===== src/design/pgs_hdr_pkg.sv =====
`default_nettype none

package pgs_hdr_pkg;

    localparam int unsigned HDR_LEN = 13;

    // result status codes
    localparam logic [2:0] ST_OK    = 3'd0;
    localparam logic [2:0] ST_SHORT = 3'd1;
    localparam logic [2:0] ST_MAGIC = 3'd2;
    localparam logic [2:0] ST_TYPE  = 3'd3;
    localparam logic [2:0] ST_SIZE  = 3'd4;

    // segment kinds
    localparam logic [2:0] KIND_PALETTE     = 3'd0;
    localparam logic [2:0] KIND_OBJECT      = 3'd1;
    localparam logic [2:0] KIND_COMPOSITION = 3'd2;
    localparam logic [2:0] KIND_WINDOW      = 3'd3;
    localparam logic [2:0] KIND_END         = 3'd4;

    // segment type bytes
    localparam logic [7:0] TYPE_PALETTE     = 8'h14;
    localparam logic [7:0] TYPE_OBJECT      = 8'h15;
    localparam logic [7:0] TYPE_COMPOSITION = 8'h16;
    localparam logic [7:0] TYPE_WINDOW      = 8'h17;
    localparam logic [7:0] TYPE_END         = 8'h80;

    localparam logic [7:0] MAGIC_HIGH = 8'h50;
    localparam logic [7:0] MAGIC_LOW  = 8'h47;

    // 90 kHz ticks to ms: (t + 45) / 90 = ((t + 45) >> 1) / 45
    localparam logic [5:0]  MS_HALF_DIV = 6'd45;
    localparam logic [32:0] MS_ROUND    = 33'd45;
    // floor(2^32 / 45)
    localparam logic [26:0] MS_RECIP    = 27'd95443717;

    typedef logic [7:0]  byte_t;
    typedef logic [31:0] ticks_t;
    typedef logic [25:0] ms_t;

    function automatic logic type_known(input byte_t t);
        return (t == TYPE_PALETTE) || (t == TYPE_OBJECT) || (t == TYPE_COMPOSITION)
            || (t == TYPE_WINDOW) || (t == TYPE_END);
    endfunction

    function automatic logic [2:0] type_kind(input byte_t t);
        logic [2:0] k;
        k = KIND_PALETTE;
        case (t)
            TYPE_PALETTE:     k = KIND_PALETTE;
            TYPE_OBJECT:      k = KIND_OBJECT;
            TYPE_COMPOSITION: k = KIND_COMPOSITION;
            TYPE_WINDOW:      k = KIND_WINDOW;
            TYPE_END:         k = KIND_END;
            default:          k = KIND_PALETTE;
        endcase
        return k;
    endfunction

endpackage

`default_nettype wire


===== src/design/pgs_segment_header_parser.sv =====
// Segment header parser for presentation-graphics streams.
// Input channel (s_valid/s_ready): one header byte per request in s_data_byte,
// with s_bytes_remaining giving the buffer bytes from that byte onward.
// Result channel (m_valid/m_ready): one request per complete 13-byte header
// (status ok or size overrun, with the decoded fields), or one status request
// at the first error (short header, bad magic, unknown type), after which the
// next byte is taken as a new header start.
// Throughput: one byte per cycle while results are taken. A byte is
// accepted whenever the result register is empty or being drained.
// Latency: the result appears in m_* the cycle after the byte that ends
// the header or raises the error is accepted.
// Timestamp to millisecond conversion runs in a two-stage reciprocal
// multiplier behind each timestamp register; it settles before the last
// header byte is taken, which the header layout always leaves room for.
// Reset clears the byte position and the result valid; the next byte after
// reset is a header start. When the receiver stalls, the pending result holds
// and s_ready stays low until it is taken.
`default_nettype none

module pgs_segment_header_parser (
    input  wire logic        aclk,
    input  wire logic        aresetn,
    input  wire logic        s_valid,
    output logic             s_ready,
    input  wire logic [7:0]  s_data_byte,
    input  wire logic [31:0] s_bytes_remaining,
    output logic             m_valid,
    input  wire logic        m_ready,
    output logic [2:0]       m_status,
    output logic [31:0]      m_pts_stamp,
    output logic [25:0]      m_pts_ms,
    output logic [31:0]      m_dts_stamp,
    output logic [25:0]      m_dts_ms,
    output logic [2:0]       m_segment_kind,
    output logic [7:0]       m_type_byte,
    output logic [15:0]      m_payload_size
);

    localparam logic [3:0] POS_MAGIC_HI = 4'd0;
    localparam logic [3:0] POS_MAGIC_LO = 4'd1;
    localparam logic [3:0] POS_PTS_FIRST = 4'd2;
    localparam logic [3:0] POS_PTS_LAST = 4'd5;
    localparam logic [3:0] POS_DTS_FIRST = 4'd6;
    localparam logic [3:0] POS_DTS_LAST = 4'd9;
    localparam logic [3:0] POS_TYPE = 4'd10;
    localparam logic [3:0] POS_SIZE_HI = 4'd11;
    localparam logic [3:0] POS_SIZE_LO = 4'd12;

    logic [3:0]           pos_reg, pos_next, pos;
    pgs_hdr_pkg::byte_t   magic_high_reg, magic_high_next;
    pgs_hdr_pkg::ticks_t  pts_shift_reg, pts_shift_next;
    pgs_hdr_pkg::ticks_t  dts_shift_reg, dts_shift_next;
    pgs_hdr_pkg::byte_t   type_hold_reg, type_hold_next;
    pgs_hdr_pkg::byte_t   size_high_reg, size_high_next;

    // millisecond conversion pipelines
    logic [31:0]          pts_half, dts_half;
    logic [58:0]          pts_prod, dts_prod;
    logic [31:0]          pts_u_reg, dts_u_reg;
    pgs_hdr_pkg::ms_t     pts_q_reg, dts_q_reg;
    logic [31:0]          pts_rem, dts_rem;
    pgs_hdr_pkg::ms_t     pts_ms_reg, pts_ms_next;
    pgs_hdr_pkg::ms_t     dts_ms_reg, dts_ms_next;

    logic                 in_fire;
    logic                 emit;
    logic [15:0]          size_word;
    logic [31:0]          left;

    logic                 m_valid_reg, m_valid_next;
    logic [2:0]           status_reg, status_next;
    logic [31:0]          pts_stamp_reg, pts_stamp_next;
    logic [25:0]          pts_ms_out_reg, pts_ms_out_next;
    logic [31:0]          dts_stamp_reg, dts_stamp_next;
    logic [25:0]          dts_ms_out_reg, dts_ms_out_next;
    logic [2:0]           kind_reg, kind_next;
    logic [7:0]           type_byte_reg, type_byte_next;
    logic [15:0]          payload_size_reg, payload_size_next;

    assign s_ready = !m_valid_reg || m_ready;
    assign in_fire = s_valid && s_ready;

    // stage 1: (t + 45) >> 1 times the reciprocal of 45
    assign pts_half = 32'(({1'b0, pts_shift_reg} + pgs_hdr_pkg::MS_ROUND) >> 1);
    assign dts_half = 32'(({1'b0, dts_shift_reg} + pgs_hdr_pkg::MS_ROUND) >> 1);
    assign pts_prod = 59'(pts_half) * 59'(pgs_hdr_pkg::MS_RECIP);
    assign dts_prod = 59'(dts_half) * 59'(pgs_hdr_pkg::MS_RECIP);

    // stage 2: estimate is low by at most one, fix it from the remainder
    assign pts_rem = pts_u_reg - ({6'd0, pts_q_reg} * 32'(pgs_hdr_pkg::MS_HALF_DIV));
    assign dts_rem = dts_u_reg - ({6'd0, dts_q_reg} * 32'(pgs_hdr_pkg::MS_HALF_DIV));
    assign pts_ms_next = pts_q_reg
        + 26'(pts_rem >= 32'(pgs_hdr_pkg::MS_HALF_DIV));
    assign dts_ms_next = dts_q_reg
        + 26'(dts_rem >= 32'(pgs_hdr_pkg::MS_HALF_DIV));

    always_ff @(posedge aclk) begin
        pts_u_reg  <= pts_half;
        dts_u_reg  <= dts_half;
        pts_q_reg  <= pts_prod[57:32];
        dts_q_reg  <= dts_prod[57:32];
        pts_ms_reg <= pts_ms_next;
        dts_ms_reg <= dts_ms_next;
    end

    assign pos = (pos_reg > POS_SIZE_LO) ? POS_MAGIC_HI : pos_reg;
    assign size_word = {size_high_reg, s_data_byte};
    assign left = (s_bytes_remaining == 32'd0) ? 32'd0 : s_bytes_remaining - 32'd1;

    always_comb begin
        pos_next          = pos_reg;
        magic_high_next   = magic_high_reg;
        pts_shift_next    = pts_shift_reg;
        dts_shift_next    = dts_shift_reg;
        type_hold_next    = type_hold_reg;
        size_high_next    = size_high_reg;
        emit              = 1'b0;
        status_next       = pgs_hdr_pkg::ST_OK;
        pts_stamp_next    = 32'd0;
        pts_ms_out_next   = 26'd0;
        dts_stamp_next    = 32'd0;
        dts_ms_out_next   = 26'd0;
        kind_next         = pgs_hdr_pkg::KIND_PALETTE;
        type_byte_next    = 8'd0;
        payload_size_next = 16'd0;

        if (in_fire) begin
            unique case (pos) inside
                POS_MAGIC_HI: begin
                    if (s_bytes_remaining < 32'(pgs_hdr_pkg::HDR_LEN)) begin
                        emit        = 1'b1;
                        status_next = pgs_hdr_pkg::ST_SHORT;
                        pos_next    = POS_MAGIC_HI;
                    end else begin
                        magic_high_next = s_data_byte;
                        pts_shift_next  = 32'd0;
                        dts_shift_next  = 32'd0;
                        pos_next        = POS_MAGIC_LO;
                    end
                end
                POS_MAGIC_LO: begin
                    if (magic_high_reg != pgs_hdr_pkg::MAGIC_HIGH
                            || s_data_byte != pgs_hdr_pkg::MAGIC_LOW) begin
                        emit        = 1'b1;
                        status_next = pgs_hdr_pkg::ST_MAGIC;
                        pos_next    = POS_MAGIC_HI;
                    end else begin
                        pos_next = POS_PTS_FIRST;
                    end
                end
                [POS_PTS_FIRST:POS_PTS_LAST]: begin
                    pts_shift_next = {pts_shift_reg[23:0], s_data_byte};
                    pos_next       = pos + 4'd1;
                end
                [POS_DTS_FIRST:POS_DTS_LAST]: begin
                    dts_shift_next = {dts_shift_reg[23:0], s_data_byte};
                    pos_next       = pos + 4'd1;
                end
                POS_TYPE: begin
                    if (!pgs_hdr_pkg::type_known(s_data_byte)) begin
                        emit           = 1'b1;
                        status_next    = pgs_hdr_pkg::ST_TYPE;
                        type_byte_next = s_data_byte;
                        pos_next       = POS_MAGIC_HI;
                    end else begin
                        type_hold_next = s_data_byte;
                        pos_next       = POS_SIZE_HI;
                    end
                end
                POS_SIZE_HI: begin
                    size_high_next = s_data_byte;
                    pos_next       = POS_SIZE_LO;
                end
                default: begin
                    // last header byte
                    emit              = 1'b1;
                    status_next       = ({16'd0, size_word} > left) ?
                                        pgs_hdr_pkg::ST_SIZE : pgs_hdr_pkg::ST_OK;
                    pts_stamp_next    = pts_shift_reg;
                    pts_ms_out_next   = pts_ms_reg;
                    dts_stamp_next    = dts_shift_reg;
                    dts_ms_out_next   = dts_ms_reg;
                    kind_next         = pgs_hdr_pkg::type_kind(type_hold_reg);
                    type_byte_next    = type_hold_reg;
                    payload_size_next = size_word;
                    pos_next          = POS_MAGIC_HI;
                end
            endcase
        end
    end

    always_comb begin
        m_valid_next = m_valid_reg;
        if (in_fire) begin
            m_valid_next = emit;
        end else if (m_ready) begin
            m_valid_next = 1'b0;
        end
    end

    always_ff @(posedge aclk) begin
        if (!aresetn) begin
            pos_reg        <= POS_MAGIC_HI;
            magic_high_reg <= 8'd0;
            pts_shift_reg  <= 32'd0;
            dts_shift_reg  <= 32'd0;
            type_hold_reg  <= 8'd0;
            size_high_reg  <= 8'd0;
            m_valid_reg    <= 1'b0;
        end else begin
            pos_reg        <= pos_next;
            magic_high_reg <= magic_high_next;
            pts_shift_reg  <= pts_shift_next;
            dts_shift_reg  <= dts_shift_next;
            type_hold_reg  <= type_hold_next;
            size_high_reg  <= size_high_next;
            m_valid_reg    <= m_valid_next;
        end
    end

    always_ff @(posedge aclk) begin
        if (in_fire && emit) begin
            status_reg       <= status_next;
            pts_stamp_reg    <= pts_stamp_next;
            pts_ms_out_reg   <= pts_ms_out_next;
            dts_stamp_reg    <= dts_stamp_next;
            dts_ms_out_reg   <= dts_ms_out_next;
            kind_reg         <= kind_next;
            type_byte_reg    <= type_byte_next;
            payload_size_reg <= payload_size_next;
        end
    end

    assign m_valid        = m_valid_reg;
    assign m_status       = status_reg;
    assign m_pts_stamp    = pts_stamp_reg;
    assign m_pts_ms       = pts_ms_out_reg;
    assign m_dts_stamp    = dts_stamp_reg;
    assign m_dts_ms       = dts_ms_out_reg;
    assign m_segment_kind = kind_reg;
    assign m_type_byte    = type_byte_reg;
    assign m_payload_size = payload_size_reg;

endmodule

`default_nettype wire


===== config.mk =====
export PLATFORM = sky130hd
export DESIGN_NAME = pgs_segment_header_parser
export DESIGN_NICKNAME = d
export VERILOG_FILES = /design/src/design/pgs_hdr_pkg.sv /design/src/design/pgs_segment_header_parser.sv
export SDC_FILE = /design/constraint.sdc
export NUM_CORES = 2
export LEC_CHECK = 0
export ABC_AREA = 1
export BUFFER_PORTS_ARGS = -buffer_cell sky130_fd_sc_hd__buf_2
export CAP_MARGIN = 20
export CORE_MARGIN = 4
export CORE_UTILIZATION = 65
export CTS_CLUSTER_DIAMETER = 40
export CTS_CLUSTER_SIZE = 16
export DETAILED_ROUTE_END_ITERATION = 8
export PLACE_DENSITY = 0.94
export SKIP_CTS_REPAIR_TIMING = 1
export SYNTH_ARGS = -nofsm -noshare
export SYNTH_HDL_FRONTEND = slang
export SYNTH_SLANG_ARGS = --single-unit

===== constraint.sdc =====
create_clock -name aclk -period 15.8 [get_ports aclk]
set_input_delay 3.16 -clock aclk [delete_from_list [all_inputs] [get_ports aclk]]
set_output_delay 3.16 -clock aclk [all_outputs]
set_load 0.02 [all_outputs]

==> results by group <==
Run status
  – Status: complete, no violations

GRT
  – Vias in the first global route: 47,157
  – Congestion Overflow GR: 0
  – Antenna violations before repair: 8
  – First-pass GRT wire length: 261,000 um
  – Largest net degree at the start of global routing: 96
  – Total GRT Usage: 0.393

Finish
  – Final non-filler cell total: 7,770
  – Layout area overhead: 9.13%
  – Fraction of layout cells with a size suffix above 1: 0.0644
  – Filler Cell Count: 5,900
  – Final core area utilization: 0.716
  – Final net count: 8,109

Synthesis
  – Post-synth cell types: 62
  – Area leader, netlist: fa_1
  – Synth top area cells: fa_1 (26%), ha_1 (18%), inv_1 (13%)
  – Post-synthesis mux area share: 0
  – Number of register bits inferred by synthesis: 407
  – Combinational family with the most area after synthesis: adder cells
  – Number of synthesized flops with an enable pin: 146
  – Syn. warnings: 0
  – Synth Area in Compound Gates: 0.0618
  – Sequential area share after synthesis: 0.182
  – Gate Count Post-Synth: 6,416
  – Post-synth top area share: 0.256
  – Post-synth ARST share: 0
  – Adder-cell share of the synthesized area: 0.432
  – Top_reg_cell synth: dfxtp_1
  – Mapped Area: 52,700 um^2
  – Mapped Nets: 7,876
  – Synth Area in Simple Gates: 0.158
  – Xor and xnor fraction of the mapped netlist area: 0.0312
  – Syn_area_per_cell: 8.22 um^2

Drt
  – Post-route DRC: 0
  – Final ANT Viol Nets: 0
  – WL/cell: 21.4 um
  – Initial DRC count: 4,488
  – Routed vias: 44,346
  – Final WL: 166,000 um
  – Vias per cell: 5.71
  – Pre-antenna DRT Iters: 7

Place
  – I/O Buffers: 191
  – GPL Wtd Cong: 1.05
  – Placed Instances: 7,636
  – Post-DP HPWL: 139,000 um

CTS
  – CTS buffer count: 70
  – TritonCTS clock tree: yes
  – Clock-pin slew on the worst setup and hold paths: 0.07 ns
  – Clk Latency, worst-skew pair: 0.65 ns
  – Clk buf depth: 3
  – Root Driver: clkbuf_16
  – Sink Count: 407
  – H-tree depth: 3

STA
  – FMAX: 0.119 GHz
  – RSZ-0062 raised after global routing: false
  – Max Clock Skew: 0.0780 ns
  – Rel. slew slack: 0.276
  – Tmin final: 8.38 ns
  – Fin. max-slew vios: 0
  – Finish-stage setup viols: 0
  – Crit share post-route: 0.531
  – Fin Setup TNS: 0 ns
  – Final Hold Viols: 0
  – Slew @ Worst Pin: 1.08 ns

Setup path
  – Slowest-stage cell, CP: nor2_1
  – Crit-path max cell delay: 0.62 ns
  – Startpoint types: register
  – Worst EP required: 16.26 ns
  – CP Data Arrival Time: 8.84 ns
  – Crit Path Max Fanout: 5
  – Worst path most repeated cell: inv_1
  – Crit path capture type: register
  – Worst setup path category: register to register

Floorplan
  – Core ar.: 80,400 um^2
  – Initial Utilization: 0.656
  – Top Ports: 192
  – Die W: 293 um
  – Row Count: 104
  – Die area: 85,800 um^2
  – Die Span Y: 293 um

Pwr
  – Worst IR Drop VDD: 0.000101 V
  – Leak: 31.0 nW
  – Cell Pwr Density: 51.1 nW/um^2

Flow run
  – Max-cap violations: 0

Hold path
  – Hold Path Class: register to register
critical path: cells and delay by family (launching register included):
| kind | cells | cell delay [ns] |
|---|---|---|
| adder cells (fa/ha/maj) | 9 | 4.18 |
| AND/OR/NAND/NOR | 14 | 2.08 |
| flip-flops | 1 | 0.39 |
| AO/OA/AOI/OAI | 1 | 0.37 |
| buffers and inverters | 9 | 0.69 |
| XOR/XNOR | 1 | 0.44 |
layout by cell type (no fill, tap or decap), drive strengths merged, types with 35 or more instances in the layout:
cell type  count
o22ai         35
clkbuf        80
nand4         77
inv         1850
nand3        190
nand2        918
a21oi        260
fa           675
buf          202
o21ai        147
ha           741
xor2         136
nor3          64
o21bai        35
dfxtp        261
xnor2         50
nor2         650
edfxtp       146
report_power, final:
| group | total (mW) | internal, mW | switching, mW |
|---|---|---|---|
| clock network | 1.70 | 1.06 | 0.642 |
| logic | 0.127 | 0.0311 | 0.0954 |
| registers | 1.12 | 1.11 | 0.00818 |
worst paths after layout:
kind | from | to | slack [ns] | depth (start not counted)
worst min-delay path | magic_high_reg[7] | magic_high_reg[7] | 0.46 | 2
worst min register to register | magic_high_reg[7] | magic_high_reg[7] | 0.46 | 2
worst max register to register | dts_shift_reg[1] | dts_q_reg[8] | 7.42 | 34
worst max-delay path | dts_shift_reg[1] | dts_q_reg[8] | 7.42 | 34
Yosys cell counts, drive strengths merged, types with 2 or more instances:
cell type and n:
o2111ai 2, edfxtp 146, nand4 77, buf 24
nor4 19, o31ai 9, nand3b 13, xor2 136
and3 9, nor3b 2, o211ai 8, a211oi 7
clkbuf 17, dfxtp 261, or2 9, nand3 190
a31oi 24, o21bai 35, o21a 13, a21o 21
o22ai 35, nor3 64, ha 741, nor2 650
nand2 918, o21ai 147, inv 1833, xnor2 50
fa 675, a21oi 260, a21boi 13
cell families after synthesis:
| kind of cell | count (synthesis) |
|---|---|
| and+or+nand+nor | 1955 |
| buffers and inverters | 1875 |
| adders and majority gates | 1416 |
| AOI/OAI and AO/OA | 577 |
| DFF | 407 |
| xor gates and xnor gates | 186 |
per-layer routing:
layer | up-vias | GRT usage | routed length, um
met4 | 10 | 0.206 | 10600
met5 | - | 0 | 61
li1 | 20042 | - | -
met3 | 668 | 0.0922 | 16800
met1 | 21078 | 0.483 | 61700
met2 | 2548 | 0.649 | 76800
area by class of cell:
type | instances | area [um^2] | share of cell area
diodes | 3 | 7.51 | 0.000130
clock buffers | 80 | 1840 | 0.0320
inverters | 1834 | 6900 | 0.120
well taps | 1060 | 1330 | 0.0230
flip-flops and latches | 407 | 9610 | 0.167
multi-input cells | 4134 | 36000 | 0.626
repair buffers | 202 | 1060 | 0.0184
clock inverters | 50 | 800 | 0.0139
per-stage QoR:
stage	worst slack, ns	hold slack (ns)	cell area (um^2)	power (mW)
after global routing	6.99	0.476	57500	3.01
after CTS	7.61	0.456	57500	2.95
after global placement	7.85	0.439	54900	1.26
after detailed placement	7.76	0.448	54900	1.26
final	7.42	0.455	57600	2.94
after floorplan	8.36	0.429	52700	1.22
No activity file was read; power rests on OpenSTA's default activity.
